<file path="config.mk">
export PLATFORM = sky130hd
export DESIGN_NAME = ordered_list_append_delete_top
export DESIGN_NICKNAME = d
export VERILOG_FILES = /design/src/rtl/core/olad_pkg.sv /design/src/rtl/core/olad_cell.sv /design/src/rtl/core/ordered_list_append_delete_top.sv
export SDC_FILE = /design/constraint.sdc
export NUM_CORES = 1
export LEC_CHECK = 0
export BUFFER_PORTS_ARGS = -buffer_cell sky130_fd_sc_hd__buf_2
export CAP_MARGIN = 30
export CORE_UTILIZATION = 41
export CTS_BUF_LIST = sky130_fd_sc_hd__clkbuf_4
export DETAILED_ROUTE_END_ITERATION = 16
export SLEW_MARGIN = 20
export SYNTH_ARGS = -nofsm -noshare
export SYNTH_HDL_FRONTEND = slang
export SYNTH_SLANG_ARGS = --single-unit
</file>
<file path="constraint.sdc">
create_clock -name clk_i -period 6.69 [get_ports clk_i]
set_input_delay 0.3345 -clock clk_i [delete_from_list [all_inputs] [get_ports clk_i]]
set_output_delay 0.3345 -clock clk_i [all_outputs]
set_load 0.02 [all_outputs]
</file>
<file path="src/rtl/core/olad_pkg.sv">
package olad_pkg;

  localparam int unsigned DefaultDepth = 16;
  localparam int unsigned DataW        = 32;
  localparam int unsigned ModeW        = 2;
  localparam int unsigned StatusW      = 3;

  typedef enum logic [ModeW-1:0] {
    MODE_APPEND = 2'd0,
    MODE_DELETE = 2'd1,
    MODE_LIST   = 2'd2
  } mode_e;

  typedef enum logic [StatusW-1:0] {
    STATUS_APPENDED  = 3'd0,
    STATUS_FULL      = 3'd1,
    STATUS_DELETED   = 3'd2,
    STATUS_NOT_FOUND = 3'd3,
    STATUS_ENTRY     = 3'd4,
    STATUS_EMPTY     = 3'd5
  } status_e;

  typedef enum logic [1:0] {
    ST_IDLE = 2'b01,
    ST_WALK = 2'b10
  } state_e;

  typedef struct packed {
    logic shift;
    logic write;
  } cell_ctrl_t;

endpackage

</file>
<file path="src/rtl/core/olad_cell.sv">
module olad_cell (
  input  logic                           clk_i,
  input  olad_pkg::cell_ctrl_t           ctrl_i,
  input  logic [olad_pkg::DataW-1:0]     wr_data_i,
  input  logic [olad_pkg::DataW-1:0]     nbr_data_i,
  output logic [olad_pkg::DataW-1:0]     data_o
);

  logic [olad_pkg::DataW-1:0] data_q;

  always_ff @(posedge clk_i) begin
    if (ctrl_i.write) begin
      data_q <= wr_data_i;
    end else if (ctrl_i.shift) begin
      data_q <= nbr_data_i;
    end
  end

  assign data_o = data_q;

endmodule

</file>
<file path="src/rtl/core/ordered_list_append_delete_top.sv">
// Ordered list of up to DEPTH signed 32-bit values held in a chain of cells, head in the
// first cell. An append, a delete or list on an empty list, and an unused mode need no walk
// and give at most one transaction on the output. A delete or a list on a list of N
// entries walks the chain: every cycle the head leaves the first cell, all cells move one
// place toward the head, and the old head is written back behind the last entry (a deleted
// match is not written back). The walk takes N steps, N being at most DEPTH, and each step
// waits while the output register holds a transaction that has not been taken. A new input
// transaction is accepted once the walk is over and the output register is free.
module ordered_list_append_delete_top #(
  parameter int unsigned DEPTH = olad_pkg::DefaultDepth
) (
  input  logic                           clk_i,
  input  logic                           rst_ni,
  input  logic                           s_axis_tvalid_i,
  output logic                           s_axis_tready_o,
  // value[31:0]
  input  logic [olad_pkg::DataW-1:0]     s_axis_tdata_i,
  // mode[1:0]
  input  logic [olad_pkg::ModeW-1:0]     s_axis_tuser_i,
  output logic                           m_axis_tvalid_o,
  input  logic                           m_axis_tready_i,
  // entry_value[31:0]
  output logic [olad_pkg::DataW-1:0]     m_axis_tdata_o,
  // status[2:0]
  output logic [olad_pkg::StatusW-1:0]   m_axis_tuser_o,
  output logic                           m_axis_tlast_o
);

  localparam int unsigned CntW = $clog2(DEPTH + 1);
  localparam int unsigned IdxW = $clog2(DEPTH);

  olad_pkg::state_e state_q, state_d;
  logic [CntW-1:0]  count_q, count_d;
  logic [CntW-1:0]  step_q, step_d;
  logic [CntW-1:0]  len_q, len_d;
  logic             found_q, found_d;
  logic             is_list_q, is_list_d;
  logic [olad_pkg::DataW-1:0] value_q, value_d;

  logic                          m_valid_q;
  logic [olad_pkg::DataW-1:0]    m_data_q;
  olad_pkg::status_e             m_status_q;
  logic                          m_last_q;

  logic                          ld;
  olad_pkg::status_e             ld_status;
  logic [olad_pkg::DataW-1:0]    ld_data;
  logic                          ld_last;

  logic                          out_free;
  logic                          in_acc;
  logic                          shift;
  logic                          wr_en;
  logic [IdxW-1:0]               wr_idx;
  logic [olad_pkg::DataW-1:0]    wr_data;
  logic [CntW-1:0]               len_m1;
  logic [CntW-1:0]               step_p1;
  logic                          match;
  logic                          last_step;

  logic [olad_pkg::DataW-1:0]    cell_data [DEPTH];
  olad_pkg::cell_ctrl_t          cell_ctrl [DEPTH];

  assign out_free        = !m_valid_q || m_axis_tready_i;
  assign s_axis_tready_o = (state_q == olad_pkg::ST_IDLE) && out_free;
  assign in_acc          = s_axis_tvalid_i && s_axis_tready_o;
  assign len_m1          = len_q - CntW'(1);
  assign step_p1         = step_q + CntW'(1);
  assign last_step       = (step_p1 == count_q);
  assign match           = !is_list_q && !found_q && (cell_data[0] == value_q);

  always_comb begin
    state_d   = state_q;
    count_d   = count_q;
    step_d    = step_q;
    len_d     = len_q;
    found_d   = found_q;
    is_list_d = is_list_q;
    value_d   = value_q;
    ld        = 1'b0;
    ld_status = olad_pkg::STATUS_APPENDED;
    ld_data   = s_axis_tdata_i;
    ld_last   = 1'b1;
    shift     = 1'b0;
    wr_en     = 1'b0;
    wr_idx    = count_q[IdxW-1:0];
    wr_data   = s_axis_tdata_i;
    case (state_q)
      olad_pkg::ST_IDLE: begin
        if (in_acc) begin
          case (s_axis_tuser_i)
            olad_pkg::MODE_APPEND: begin
              ld = 1'b1;
              if (count_q == CntW'(DEPTH)) begin
                ld_status = olad_pkg::STATUS_FULL;
              end else begin
                wr_en   = 1'b1;
                count_d = count_q + CntW'(1);
              end
            end
            olad_pkg::MODE_DELETE: begin
              if (count_q == '0) begin
                ld        = 1'b1;
                ld_status = olad_pkg::STATUS_NOT_FOUND;
              end else begin
                state_d   = olad_pkg::ST_WALK;
                step_d    = '0;
                len_d     = count_q;
                found_d   = 1'b0;
                is_list_d = 1'b0;
                value_d   = s_axis_tdata_i;
              end
            end
            olad_pkg::MODE_LIST: begin
              if (count_q == '0) begin
                ld        = 1'b1;
                ld_status = olad_pkg::STATUS_EMPTY;
                ld_data   = '0;
              end else begin
                state_d   = olad_pkg::ST_WALK;
                step_d    = '0;
                len_d     = count_q;
                found_d   = 1'b0;
                is_list_d = 1'b1;
              end
            end
            default: begin
            end
          endcase
        end
      end
      olad_pkg::ST_WALK: begin
        if (out_free) begin
          shift   = 1'b1;
          wr_idx  = len_m1[IdxW-1:0];
          wr_data = cell_data[0];
          step_d  = step_p1;
          if (match) begin
            found_d = 1'b1;
            len_d   = len_m1;
          end else begin
            wr_en = 1'b1;
          end
          if (is_list_q) begin
            ld        = 1'b1;
            ld_status = olad_pkg::STATUS_ENTRY;
            ld_data   = cell_data[0];
            ld_last   = last_step;
          end else if (last_step) begin
            ld        = 1'b1;
            ld_status = (found_q || match) ? olad_pkg::STATUS_DELETED
                                           : olad_pkg::STATUS_NOT_FOUND;
            ld_data   = value_q;
          end
          if (last_step) begin
            state_d = olad_pkg::ST_IDLE;
            count_d = match ? len_m1 : len_q;
          end
        end
      end
      default: begin
        state_d = olad_pkg::ST_IDLE;
      end
    endcase
  end

  always_ff @(posedge clk_i or negedge rst_ni) begin
    if (!rst_ni) begin
      state_q   <= olad_pkg::ST_IDLE;
      count_q   <= '0;
      m_valid_q <= 1'b0;
    end else begin
      state_q <= state_d;
      count_q <= count_d;
      if (ld) begin
        m_valid_q <= 1'b1;
      end else if (m_axis_tready_i) begin
        m_valid_q <= 1'b0;
      end
    end
  end

  always_ff @(posedge clk_i) begin
    step_q    <= step_d;
    len_q     <= len_d;
    found_q   <= found_d;
    is_list_q <= is_list_d;
    value_q   <= value_d;
    if (ld) begin
      m_status_q <= ld_status;
      m_data_q   <= ld_data;
      m_last_q   <= ld_last;
    end
  end

  for (genvar i = 0; i < DEPTH; i++) begin : g_cell
    logic [olad_pkg::DataW-1:0] nbr_data;

    if (i == DEPTH - 1) begin : g_tail
      assign nbr_data = cell_data[i];
    end else begin : g_body
      assign nbr_data = cell_data[i+1];
    end

    assign cell_ctrl[i].shift = shift;
    assign cell_ctrl[i].write = wr_en && (wr_idx == IdxW'(i));

    olad_cell u_cell (
      .clk_i      (clk_i),
      .ctrl_i     (cell_ctrl[i]),
      .wr_data_i  (wr_data),
      .nbr_data_i (nbr_data),
      .data_o     (cell_data[i])
    );
  end

  assign m_axis_tvalid_o = m_valid_q;
  assign m_axis_tdata_o  = m_data_q;
  assign m_axis_tuser_o  = m_status_q;
  assign m_axis_tlast_o  = m_last_q;

endmodule

</file>
# == Word level (Yosys, flattened, before mapping) ==
# Index checks and enable logic that the tools add are counted.
# word_totals
out_inout_bits,38
elab_cells,216
ff_bits,600
# classes
n_mux,99
add_sub_neg,3
n_reduce_logical,54
eq_ne,32
n_bitwise,1
# op_table
cell,count
$mux W32,38
$mux W5,14
$pmux W32 S2,1
$reduce_bool A2 Y1,18
$eq A32 B32 Y1,1
$eq A4 B4 Y1 const B,8
$pmux W5 S2,3
$mux W1,22
$logic_and A1 B1 Y1,20
$ne A2 B2 Y1 const B,9
$eq A4 B3 Y1 const B,4
$reduce_and A5 Y1,3
$mux W2,7
$mux W3,4
$reduce_and A6 Y1,2
$add A5 B1 Y5 const B,2
$pmux W1 S2,5
$pmux W3 S3,1
$eq A4 B2 Y1 const B,2
$mux W4,2
$pmux W3 S2,1
$eq A5 B5 Y1,1
$eq A5 B5 Y1 const B,1
$logic_not A5 Y1,1
14 further kinds,19

# == Depth between registers and ports, before layout ==
# Gate-level depths: netlist (run 1).
# depth
ltp_word,9
mapped_depth,12
ltp_nobuf,9

# == By module ==
# Synthesis (run 1) repeated with hierarchy kept, for this count alone.
# unflattened
cells_unflattened,1619
hier_area_um2,29245.5
# by_module_without_submodules
module,area_each_um2,seq_area_each_um2,cells_each,n_inst
olad_cell,1507.7,960.9,69,16
ordered_list_append_delete_top,5122.4,2603.7,515,1

# == Least setup slack after synthesis (run 1) ==
# Ideal clock, no wire load.
# synth_timing
path_kind,register to register
startpoint,register step_q[0]
endpoint,register m_data_q (netlist bit m_axis_tdata_o[0]) (enable)
setup_slack_ps,1876
t_required_ps,6203
path_buffers,0
path_stages_with_launch,7
arrival_time_ps,4326
path_cell_list,edfxtp_1 > ha_1 > and3_1 > xnor3_1 > nor4_2 > a21oi_1 > o32ai_1
# synth_via
elab_chain_len,6
# synth_lines
element,line,rtl
start: declaration,ordered_list_append_delete_top.sv:34,"logic [CntW-1:0] step_q, step_d;"
start signal: assignment,ordered_list_append_delete_top.sv:184,step_q <= step_d;
$add A5 B1 Y5,ordered_list_append_delete_top.sv:68,assign step_p1 = step_q + CntW'(1);
$eq A5 B5 Y1,ordered_list_append_delete_top.sv:69,assign last_step = (step_p1 == count_q);
$mux W1,ordered_list_append_delete_top.sv:149,end else if (last_step) begin
$mux W1,ordered_list_append_delete_top.sv:144,if (is_list_q) begin
$mux W1,ordered_list_append_delete_top.sv:133,if (out_free) begin
$pmux W1 S2,ordered_list_append_delete_top.sv:88,case (state_q)
via ld,ordered_list_append_delete_top.sv:45,logic ld;
end signal: assignment,ordered_list_append_delete_top.sv:191,m_data_q <= ld_data;
end: declaration,ordered_list_append_delete_top.sv:41,logic [olad_pkg::DataW-1:0] m_data_q;
# The timed path passes the listed nets, and every way through them passes these cells.
# A chain may end at the register's enable or synchronous reset.

# == Final worst setup path (run 1) ==
# layout_timing
startpoint,register state_q[0]
endpoint,register g_cell[11].u_cell.data_q (netlist bit g_cell[11].u_cell.data_o[25]) (enable)
# layout_via
elab_chain_len,7
# layout_lines
element,line,rtl
start: declaration,ordered_list_append_delete_top.sv:32,"olad_pkg::state_e state_q, state_d;"
start signal: assignment,ordered_list_append_delete_top.sv:169,state_q <= olad_pkg::ST_IDLE;
start signal: assignment,ordered_list_append_delete_top.sv:173,state_q <= state_d;
$eq A2 B1 Y1,"ordered_list_append_delete_top.sv:65, ordered_list_append_delete_top.sv:88",
$logic_and A1 B1 Y1,ordered_list_append_delete_top.sv:65,assign s_axis_tready_o = (state_q == olad_pkg::ST_IDLE) && out_free;
$logic_and A1 B1 Y1,ordered_list_append_delete_top.sv:66,assign in_acc = s_axis_tvalid_i && s_axis_tready_o;
$mux W1,ordered_list_append_delete_top.sv:90,if (in_acc) begin
$pmux W1 S2,ordered_list_append_delete_top.sv:88,
$logic_and A1 B1 Y1,ordered_list_append_delete_top.sv:206,assign cell_ctrl[i].write = wr_en && (wr_idx == IdxW'(i));
$reduce_bool A2 Y1 (no source line) (*),--,
end signal: assignment,olad_cell.sv:13,data_q <= wr_data_i;
end signal: assignment,olad_cell.sv:15,data_q <= nbr_data_i;
end: declaration,olad_cell.sv:9,logic [olad_pkg::DataW-1:0] data_q;
# Mark *: on every way between the ends. The rest lies on a longest branch, timed or not.

==> results by stage, run 1 <==
Die:
- The initialized floorplan defines ~90 standard-cell rows.
- The floorplan step set the die height to 255 um.
- The boundary pin count is 76.
- The area inside the core boundary is between 60000 and 70000 um^2.
- The floorplan step set the die width to approximately 260 um.
- Once the floorplan was initialized, standard cells occupied around two fifths of the core.
- The die covers about 65000 um^2.

Timing:
- The count of endpoints failing setup in the final report is 0.
- In this run the tightest slew margin relative to its limit is between 30% and 40%.
- For the finished layout, the period the worst path requires is approximately 4.4 ns.
- The max-slew violation count is 0.
- Summed over all failing endpoints, the final setup total negative slack is 0 ns.
- The count of final hold-check violations is 0.
- At the pin with the least slew margin, the transition time is 0.928 ns.
- The share of the clock period used by the worst path is about two thirds.
- Across all setup checks in the final design, the least slack found is 2.25 ns.
- Between clock sinks in the finished design, the worst skew comes to around 0.050 ns.
- Setup repair after global routing left no endpoint under its margin.
- Static timing analysis puts the maximum clock frequency at 0.225 GHz.

Power and ir drop:
- Registers are responsible for 49.0% of the overall power.
- Across the VDD grid, the largest voltage drop is roughly 0.16 mV.
- In this run, the clock network consumes 26.9% of the power.
- The internal portion of the total power is approximately 8.5 mW.
- The cell leakage power is 11.9 nW.
- The completed layout was analyzed and its total power is 12.2 mW.
- The switching power is around 3.7 mW.
- The combinational fraction of design power is between 20 and 25%.
- The power density over cell area is ~400 nW/um^2.
- The switching share of total power is approximately 30%.

Min path:
- The class of the most critical hold timing path is input pin to register.
- For hold timing, the worst endpoint is value_q[1].
- Counting instances, the worst hold path has a depth of 2.
- The startpoint identified for the worst hold timing path is s_axis_tdata_i[1].

Setup path:
- For the worst setup path, the data required time is 7.24 ns.
- The critical path in this run is classified as register to register.
- The start of the worst register-to-register path is state_q[0].
- Across all register-to-register paths, the minimum setup slack is approximately 2.2 ns.
- The data arrival time at the worst-slack endpoint is 4.99 ns.
- The capturing element type of the critical path is a register.
- In this run the worst path has a maximum fanout of 33.
- STA classifies the critical path startpoint as a register.
- The capture instance of the worst register-to-register path is g_cell[11].u_cell.data_o[25].
- The cell depth of the worst flop-to-flop path is 9.

Clock network:
- The clock passes through at most 3 buffers.
- The clock latency of the later-clocked register in the worst-skew pair is between 0.9 and 1 ns.
- The tree is rooted in a sky130_fd_sc_hd__clkbuf_4.
- The number of H-tree levels is 4.
- The sink count of the clock tree is 600.
- TritonCTS built the clock tree.
- The clock-pin slew of the registers on the worst-case setup and hold paths is about 0.06 ns.
- Clock tree synthesis inserted a total of ~160 buffers.

Route:
- For this block, the initial DRC count from the detailed router was 1039.
- In the routed layout, each cell is associated on average with a via count of around 5.
- Dividing the detail-routed wire length by the instance count gives 17.6 um.
- The wire length after detailed routing is 53500 um.
- The first detailed-routing pass ran for 7 iterations.
- The number of DRC violations after detailed routing is 0.
- The total via count in the routed design is approximately 15000.
- The detail route stage leaves a number of antenna-violating nets equal to 0.

Global route:
- Entering global routing, the biggest net connects 66 pins.
- The all-layer global routing usage is ~17%.
- The number of global-route vias before repair was 15162.
- The total overflow left after global routing is 0.
- The global-route wire length before repair is between 80000 and 90000 um.
- The initial antenna violation count is 2.

Finish:
- The fraction of final layout cells sized beyond drive strength 1 is between 20 and 30%.
- Relative to the synthesized area, the layout overhead comes to 15.3%.
- The number of nets in the final layout is roughly 2100.
- After routing the design area is roughly 30000 um^2.
- For this run, the number of standard cells in the final layout without fillers is 3045.
- The filler cells instantiated in the layout total 5517.

Yosys:
- The post-synthesis cell type count is 54.
- Counting every net in the synthesized netlist gives between 1500 and 2000.
- After synthesis, the share of flip-flops with an asynchronous set or reset is approximately 1.3%.
- The most used flip-flop cell after synthesis is sky130_fd_sc_hd__edfxtp_1.
- The share of synthesized area occupied by flip-flops and latches is 68.5%.
- The synthesized design contains a little under 600 enable-type register cells.
- A synthesized cell averages about 14 um^2.
- The total number of yosys warnings is 0.
- The netlist area before placement is 26300 um^2.
- The register bit count reported by yosys is 600.
- The number of instances in the synthesized netlist is approximately 1900.

Status:
- The flow ran to the end, and the final reports show no timing, DRC or antenna violations.

Placement:
- The global placer's final weighted congestion is a little over 0.8.
- After legalization and detailed placement, the total HPWL measured 36300 um.
- Input and output buffers added on the ports amount to 75.
- Including well taps, the total number of placed cells is about 2700.
- At the placement stage, the worst setup path has a slack of approximately 2.4 ns.
- Once placement finished, the instance area stood at about 28000 um^2.

Job:
- Across the run, the number of max-cap violations was 0.
==> Yosys cell counts (7+ instances only) <==
library cell | count | area, um^2
sky130_fd_sc_hd__a21oi_1 | 14 | 70.1
sky130_fd_sc_hd__a22oi_1 | 31 | 233
sky130_fd_sc_hd__a311o_1 | 8 | 80.1
sky130_fd_sc_hd__buf_1 | 16 | 60.1
sky130_fd_sc_hd__buf_2 | 34 | 170
sky130_fd_sc_hd__buf_6 | 12 | 135
sky130_fd_sc_hd__clkbuf_1 | 54 | 203
sky130_fd_sc_hd__dfrtp_1 | 7 | 175
sky130_fd_sc_hd__edfxtp_1 | 592 | 17800
sky130_fd_sc_hd__ha_1 | 10 | 125
sky130_fd_sc_hd__inv_1 | 48 | 180
sky130_fd_sc_hd__mux2_1 | 21 | 236
sky130_fd_sc_hd__mux2_2 | 88 | 991
sky130_fd_sc_hd__mux2_4 | 116 | 1740
sky130_fd_sc_hd__mux2i_1 | 34 | 340
sky130_fd_sc_hd__nand2_1 | 346 | 1300
sky130_fd_sc_hd__nand3_1 | 7 | 35.0
sky130_fd_sc_hd__nor2_1 | 26 | 97.6
sky130_fd_sc_hd__nor4_1 | 7 | 43.8
sky130_fd_sc_hd__o21ai_0 | 269 | 1350
sky130_fd_sc_hd__xnor2_1 | 13 | 114
sky130_fd_sc_hd__xor2_1 | 29 | 254
==> cells in the final DEF (no fill, tap or decap), types with 5 or more instances in the layout <==
master                            n
sky130_fd_sc_hd__inv_1           48
sky130_fd_sc_hd__nand2_2         14
sky130_fd_sc_hd__nor2_1          25
sky130_fd_sc_hd__a311o_2          8
sky130_fd_sc_hd__ha_1            10
sky130_fd_sc_hd__nor3_1           5
sky130_fd_sc_hd__a21oi_1         14
sky130_fd_sc_hd__nor4_1           7
sky130_fd_sc_hd__clkbuf_4       238
sky130_fd_sc_hd__buf_4           57
sky130_fd_sc_hd__mux2_2          88
sky130_fd_sc_hd__dfrtp_1          7
sky130_fd_sc_hd__o21ai_0        268
sky130_fd_sc_hd__clkinv_1        23
sky130_fd_sc_hd__dlygate4sd3_1   46
sky130_fd_sc_hd__nand2_1        331
sky130_fd_sc_hd__mux2_4         116
sky130_fd_sc_hd__a22oi_1         31
sky130_fd_sc_hd__xor2_1          29
sky130_fd_sc_hd__and3_1           5
sky130_fd_sc_hd__mux2_1          21
sky130_fd_sc_hd__edfxtp_1       592
sky130_fd_sc_hd__nand3_1          7
sky130_fd_sc_hd__xnor2_1         13
sky130_fd_sc_hd__buf_2           75
sky130_fd_sc_hd__nand4_1          6
sky130_fd_sc_hd__mux2i_1         33
sky130_fd_sc_hd__nand2b_1         5
==> critical path, cell delays in order, from the launching register on <==
cell	delay (ns)
sky130_fd_sc_hd__dfstp_2	0.53
sky130_fd_sc_hd__ha_1	0.29
sky130_fd_sc_hd__and2_1	0.21
sky130_fd_sc_hd__nand4_1	0.53
sky130_fd_sc_hd__nor2_1	0.52
sky130_fd_sc_hd__a31oi_1	0.14
sky130_fd_sc_hd__or2_1	0.29
sky130_fd_sc_hd__or3_2	0.48
sky130_fd_sc_hd__buf_4	0.29
sky130_fd_sc_hd__nand2_2	0.71
==> cell families after synthesis <==
group,Yosys count,synth area share (%)
AO/OA/AOI/OAI,344,7.22
XOR/XNOR,43,1.49
adder cells (fa/ha/maj),10,0.476
buffers and inverters,164,2.85
flip-flops,600,68.5
multiplexers,259,12.6
AND/OR/NAND/NOR,435,6.91
==> worst max-delay path by stage <==
stage	slack, ns	endpoint	startpoint	cells past startpoint
finish	2.25	g_cell[11].u_cell.data_o[25]	state_q[0]	9
global route	2.03	g_cell[11].u_cell.data_o[25]	count_q[0]	10
CTS	2.32	g_cell[11].u_cell.data_o[25]	count_q[0]	10
detailed placement	2.37	g_cell[11].u_cell.data_o[19]	count_q[0]	10
global placement	2.34	g_cell[10].u_cell.data_o[31]	state_q[0]	8
floorplan	1.88	m_axis_tdata_o[0]	step_q[0]	6
==> power groups by stage <==
stage                     Clock [mW]  Combinational, mW  Sequential (mW)
after floorplan                    0               1.94             6.00
after global placement             0               2.81             6.01
after detailed placement           0               2.88             6.05
after CTS                       3.39               2.93             5.97
after global routing            3.57               3.25             6.05
final                           3.27               2.93             5.96
==> through the flow <==
step	utilization (%)	hold WS [ns]
finish	47.9	0.148
global route	47.9	0.0568
CTS	47.8	0.00124
detailed placement	43.8	0.199
global placement	43.8	0.195
floorplan	-	0.0389
==> metal layers <==
layer | wire (um) | part of all wire (%) | GRT usage, % | up-vias
li1 | - | - | - | 7426
met1 | 26300 | 49 | 24.3 | 7424
met2 | 22900 | 43 | 24.7 | 429
met3 | 2920 | 5.5 | 3.85 | 88
met4 | 1320 | 2.5 | 8.21 | 0
met5 | 0 | 0 | 0 | -
==> state kept, by name, indices dropped and copies added, names as in the netlist <==
name and cells:
m_axis_tuser_o 3, value_q 32, m_axis_tlast_o 1, g_cell.u_cell.data_o 512
state_q 2, len_q 5, count_q 5, m_axis_tdata_o 32
is_list_q 1, found_q 1, step_q 5, m_axis_tvalid_o 1
==> final cells by class <==
cell class | count | area (um^2) | area share, %
sequential | 600 | 18000 | 59.4
multi-input combinational | 1091 | 7640 | 25.2
clock buffer | 238 | 1790 | 5.90
timing repair buffer | 181 | 1320 | 4.37
tap | 846 | 1060 | 3.50
clock inverter | 40 | 304 | 1.00
inverter | 48 | 180 | 0.595
antenna | 1 | 2.50 | 0.00826
==> what timing repair did <==
item                       in CTS  in global routing
hold endpoints to repair      328                  0
gates resized for setup         0                  0
hold buffers                   46                  0
buffers inserted                0                  0
setup endpoints to repair       0                  0
No activity file was read; power rests on OpenSTA's default activity.
==> run 2, diff against run 1 <==
- ABC_AREA: default -> 1
- clock period: 6.69 -> 3.8 ns (I/O delays scaled with it)
==> results by stage, run 2 <==
Status:
- The run finished with clean final reports.

Global route:
- The number of global-route vias before repair is 20682 (+36%).
- The most used routing layer in global routing is met2.
- The global-route wire length before repair came to 106000 um (+27%).
- The global-route track usage on met3 is 3.54% (-0.31 points).
- The all-layer global routing usage is 18.3% (+1.2 points).
- The met1 track demand over resource in global routing is 23.7% (-0.61 points).
- The total congestion overflow was 0 (unchanged).
- The maximum number of pins on one net before global-route repair came to 197 (+200%).
- The initial antenna violation count is 2 (unchanged).
- The global-route track usage on met2 is 30.1% (+5.4 points).

Min path:
- In this run the most critical hold path is launched from s_axis_tdata_i[7].
- The class of the most critical hold timing path is input pin to register.

Yosys:
- The post-synthesis cell type count was 34 (-37%).
- The area share of the largest cell type after synthesis came to 61.6% (-6.1 points).
- Of all cell types, the one taking the most synthesized area is sky130_fd_sc_hd__edfxtp_1.
- The total number of yosys warnings is 0 (unchanged).
- The netlist area before placement is 28900 um^2 (+9.9%).
- The commonest cells after synthesis are 1200 x sky130_fd_sc_hd__nand2_1, 592 x sky130_fd_sc_hd__edfxtp_1, 487 x sky130_fd_sc_hd__nand4_1.
- For this run, the leading register cell type out of synthesis is sky130_fd_sc_hd__edfxtp_1.
- The register bit count reported by yosys is 600 (unchanged).
- The number of enable-type register cells in the synthesized netlist is 592 (unchanged).
- By area the synthesized netlist is led by sky130_fd_sc_hd__edfxtp_1 62%, sky130_fd_sc_hd__nand2_1 16%, sky130_fd_sc_hd__nand4_1 11%.
- The share of synthesized area occupied by flip-flops and latches is 62.3% (-6.1 points).
- The number of instances in the synthesized netlist was 2900 (+56%).
- The total nets after synthesis is 2948 (+55%).
- The async set or reset register ratio after synthesis is 1.33% (unchanged).
- Yosys instantiated no cell more often than sky130_fd_sc_hd__nand2_1.
- The mean cell area of the mapped netlist is 9.95 um^2 (-30%).

Setup path:
- The largest fanout of any net on the critical path is 196 (+490%).
- The required time at the worst-slack endpoint is 4.50 ns (-2.74 ns).
- The critical path start-end classification is register to register.
- The critical path starts at g_cell[0].u_cell.data_o[10].
- In this run the critical register-to-register path is launched from g_cell[0].u_cell.data_o[10].
- The type of origin of the critical path is a register.
- STA classifies the critical path endpoint as a register.
- The data arrival time at the worst-slack endpoint is 3.87 ns (-1.12 ns).

Clock network:
- The sink count of the clock tree is 600 (unchanged).
- The number of buffers created by CTS came to 155 (-2.5%).
- The total of cells resized after clock tree synthesis is 0 (unchanged).
- The maximum buffer depth of the clock tree is 3 (unchanged).
- The clock-pin slew of the registers on the worst-case setup and hold paths came to 0.06 ns (about the same).
- The clock tree root buffer cell is sky130_fd_sc_hd__clkbuf_4.
- The clock tree from TritonCTS is done.
- The number of H-tree levels came to 4 (unchanged).
- The clock latency of the later-clocked register in the worst-skew pair came to 0.98 ns (about the same).

Finish:
- The number of nets in the final layout is 3099 (+46%).
- In the layout the commonest cells are 1200 x sky130_fd_sc_hd__nand2_1, 592 x sky130_fd_sc_hd__edfxtp_1, 487 x sky130_fd_sc_hd__nand4_1, 240 x sky130_fd_sc_hd__clkbuf_4, 99 x sky130_fd_sc_hd__buf_4.
- The combined area of the multi-input logic cells is 9210 um^2 (+21%).
- The number of flip-flops in the largest register was 512 (unchanged).
- Relative to the synthesized area, the layout overhead comes to 13.1%.
- Leaving out fill and tap cells, the most frequent cell in the layout is sky130_fd_sc_hd__nand2_1.
- The fraction of final layout cells sized beyond drive strength 1 is 15.1% (-14 points).
- The area occupied by registers is 18000 um^2 (unchanged).
- The layout filler cell count is 6357 (+15%).

Job:
- The max-capacitance violation count came to 0 (unchanged).

Route:
- The violation count after the first detailed-routing iteration is 1772 (+71%).
- The average wire length per cell after detail routing is 15.8 um (-10%).
- The total via count in the routed design is 21548 (+40%).
- The number of detailed-routing iterations run before antenna repair is 6 (-1).
- The final antenna-violating net count is 0 (unchanged).
- The via density per instance was 5.26 (+4.1%).
- The number of DRC violations after detailed routing is 0 (unchanged).
- The wire length after detailed routing is 64800 um (+21%).

Power and ir drop:
- The power density over cell area is 726 nW/um^2 (+81%).
- The cell leakage power is 13.4 nW (+13%).
- The power after layout is 23.7 mW (+95%).
- The maximum vdd drop is 0.942 mV (+500%).

Timing:
- The max-slew violation count is 0 (unchanged).
- The maximum clock rate is 0.315 GHz (+40%).
- Setup repair after global routing left no endpoint under its margin.
- The final-layout setup total negative slack was 0 ns (unchanged).
- The count of endpoints failing setup in the final report is 0 (unchanged).
- The actual slew at the worst max-slew pin is 0.910 ns (-0.0182 ns).
- The tightest slew margin relative to the limit was 39.3% (+1.4 points).
- The count of final hold-check violations is 0 (unchanged).
- The worst setup skew after layout is 0.0393 ns (-0.0106 ns).
- The final worst hold slack is 0.0811 ns (-0.0667 ns).
- The shortest period the worst path allows is 3.17 ns (-1.27 ns).
- The share of the clock period used by the worst path is 83.5% (+17 points).

Die:
- The boundary pin count was 76 (unchanged).
- The die span in y is 267 um (+4.8%).
- The number of cell rows came to 96 (+4.3%).
- The area inside the core boundary came to 69100 um^2 (+9.3%).
- The effective utilization at floorplan came to 41.8% (+0.22 points).
- The die span in x is 267 um (+4.8%).
- The die outline area came to 71400 um^2 (+9.8%).

Placement:
- The number of input and output port buffers inserted is 75 (unchanged).
- The global placer's final weighted congestion was 0.824 (-0.22%).
- The placed wire-length estimate is 40200 um (+11%).
==> run 2: cell count changes in the layout (fill, tap and decap cells not counted), moves of 23 or more <==
cell and delta:
sky130_fd_sc_hd__o21ai_0 -245, sky130_fd_sc_hd__a22oi_1 -31, sky130_fd_sc_hd__buf_4 +42, sky130_fd_sc_hd__inv_1 +23
sky130_fd_sc_hd__nand4_1 +481, sky130_fd_sc_hd__nand2_1 +869, sky130_fd_sc_hd__mux2_4 -116, sky130_fd_sc_hd__mux2i_1 -33
sky130_fd_sc_hd__dlygate4sd3_1 +26, sky130_fd_sc_hd__nand3_1 +76, sky130_fd_sc_hd__mux2_2 -88
==> run 2: metrics by stage <==
step / util (%) / std cells / area (um^2) / worst slack [ns]
after floorplan: - / 2900 / 28900 / 0.208
after global placement: 43.3 / 3751 / 29900 / 0.715
after detailed placement: 43.3 / 3751 / 29900 / 0.651
after CTS: 47.2 / 4092 / 32600 / 0.590
after global routing: 47.2 / 4096 / 32600 / 0.383
final: 47.2 / 4100 / 32600 / 0.628
==> run 2: report_power, final <==
group | internal, mW | switching (mW) | total [mW]
sequential | 9.55 | 0.453 | 10.0
clock | 2.98 | 2.58 | 5.56
combinational | 1.75 | 6.37 | 8.12
total | 14.3 | 9.40 | 23.7
==> run 2: cell type report <==
| cell class | instances | share of cell area [%] |
|---|---|---|
| Inverter | 77 | 0.909 |
| Tap cell | 931 | 3.57 |
| Clock inverter | 29 | 0.495 |
| Antenna cell | 6 | 0.0460 |
| Sequential cell | 600 | 55.1 |
| Clock buffer | 240 | 5.52 |
| Timing Repair Buffer | 253 | 6.09 |
| Multi-Input combinational cell | 1964 | 28.2 |
==> run 2: worst max-delay path: stages, from the launching register on <==
cell                       delay (ns)
sky130_fd_sc_hd__edfxtp_1        0.45
sky130_fd_sc_hd__xnor2_1         0.19
sky130_fd_sc_hd__nand2_1         0.06
sky130_fd_sc_hd__nor2_1          0.14
sky130_fd_sc_hd__nand2_1         0.11
sky130_fd_sc_hd__nor2_1          0.24
sky130_fd_sc_hd__buf_4           0.23
sky130_fd_sc_hd__nand2_4         0.10
sky130_fd_sc_hd__nand2_2         0.13
sky130_fd_sc_hd__nand2_8         0.24
sky130_fd_sc_hd__buf_12          0.38
sky130_fd_sc_hd__nand4_1         0.22
sky130_fd_sc_hd__nand2_1         0.08
==> run 2: final timing paths <==
kind | to | slack (ns) | cells after the start
setup / recovery | g_cell[6].u_cell.data_o[3] | 0.63 | 12
hold / removal | m_axis_tdata_o[7] | 0.08 | 4
setup reg to reg | g_cell[6].u_cell.data_o[3] | 0.63 | 12
hold reg to reg | g_cell[7].u_cell.data_o[13] | 0.48 | 2
max in group asynchronous | state_q[0] | 3.24 | 3
min in group asynchronous | count_q[3] | 0.22 | 3
==> run 2: timing repair <==
| action | in CTS | in global routing |
|---|---|---|
| endpoints found under the hold margin | 502 | 0 |
| hold buffers | 72 | 0 |
| buffers inserted | 0 | 0 |
==> run 2: cells by family after synthesis <==
kind of cell | count (synthesis) | synth area share [%]
simple gates | 1861 | 29.4
flops | 600 | 62.3
buf+inv | 336 | 5.87
compound gates | 73 | 1.35
xor+xnor | 20 | 0.607
fa+ha+maj | 10 | 0.434
==> run 2: per-layer routing <==
| layer | routed length [um] | up-vias |
|---|---|---|
| li1 | - | 10642 |
| met1 | 29200 | 10225 |
| met2 | 30900 | 590 |
| met3 | 3530 | 91 |
| met4 | 1170 | 0 |
| met5 | 0 | - |
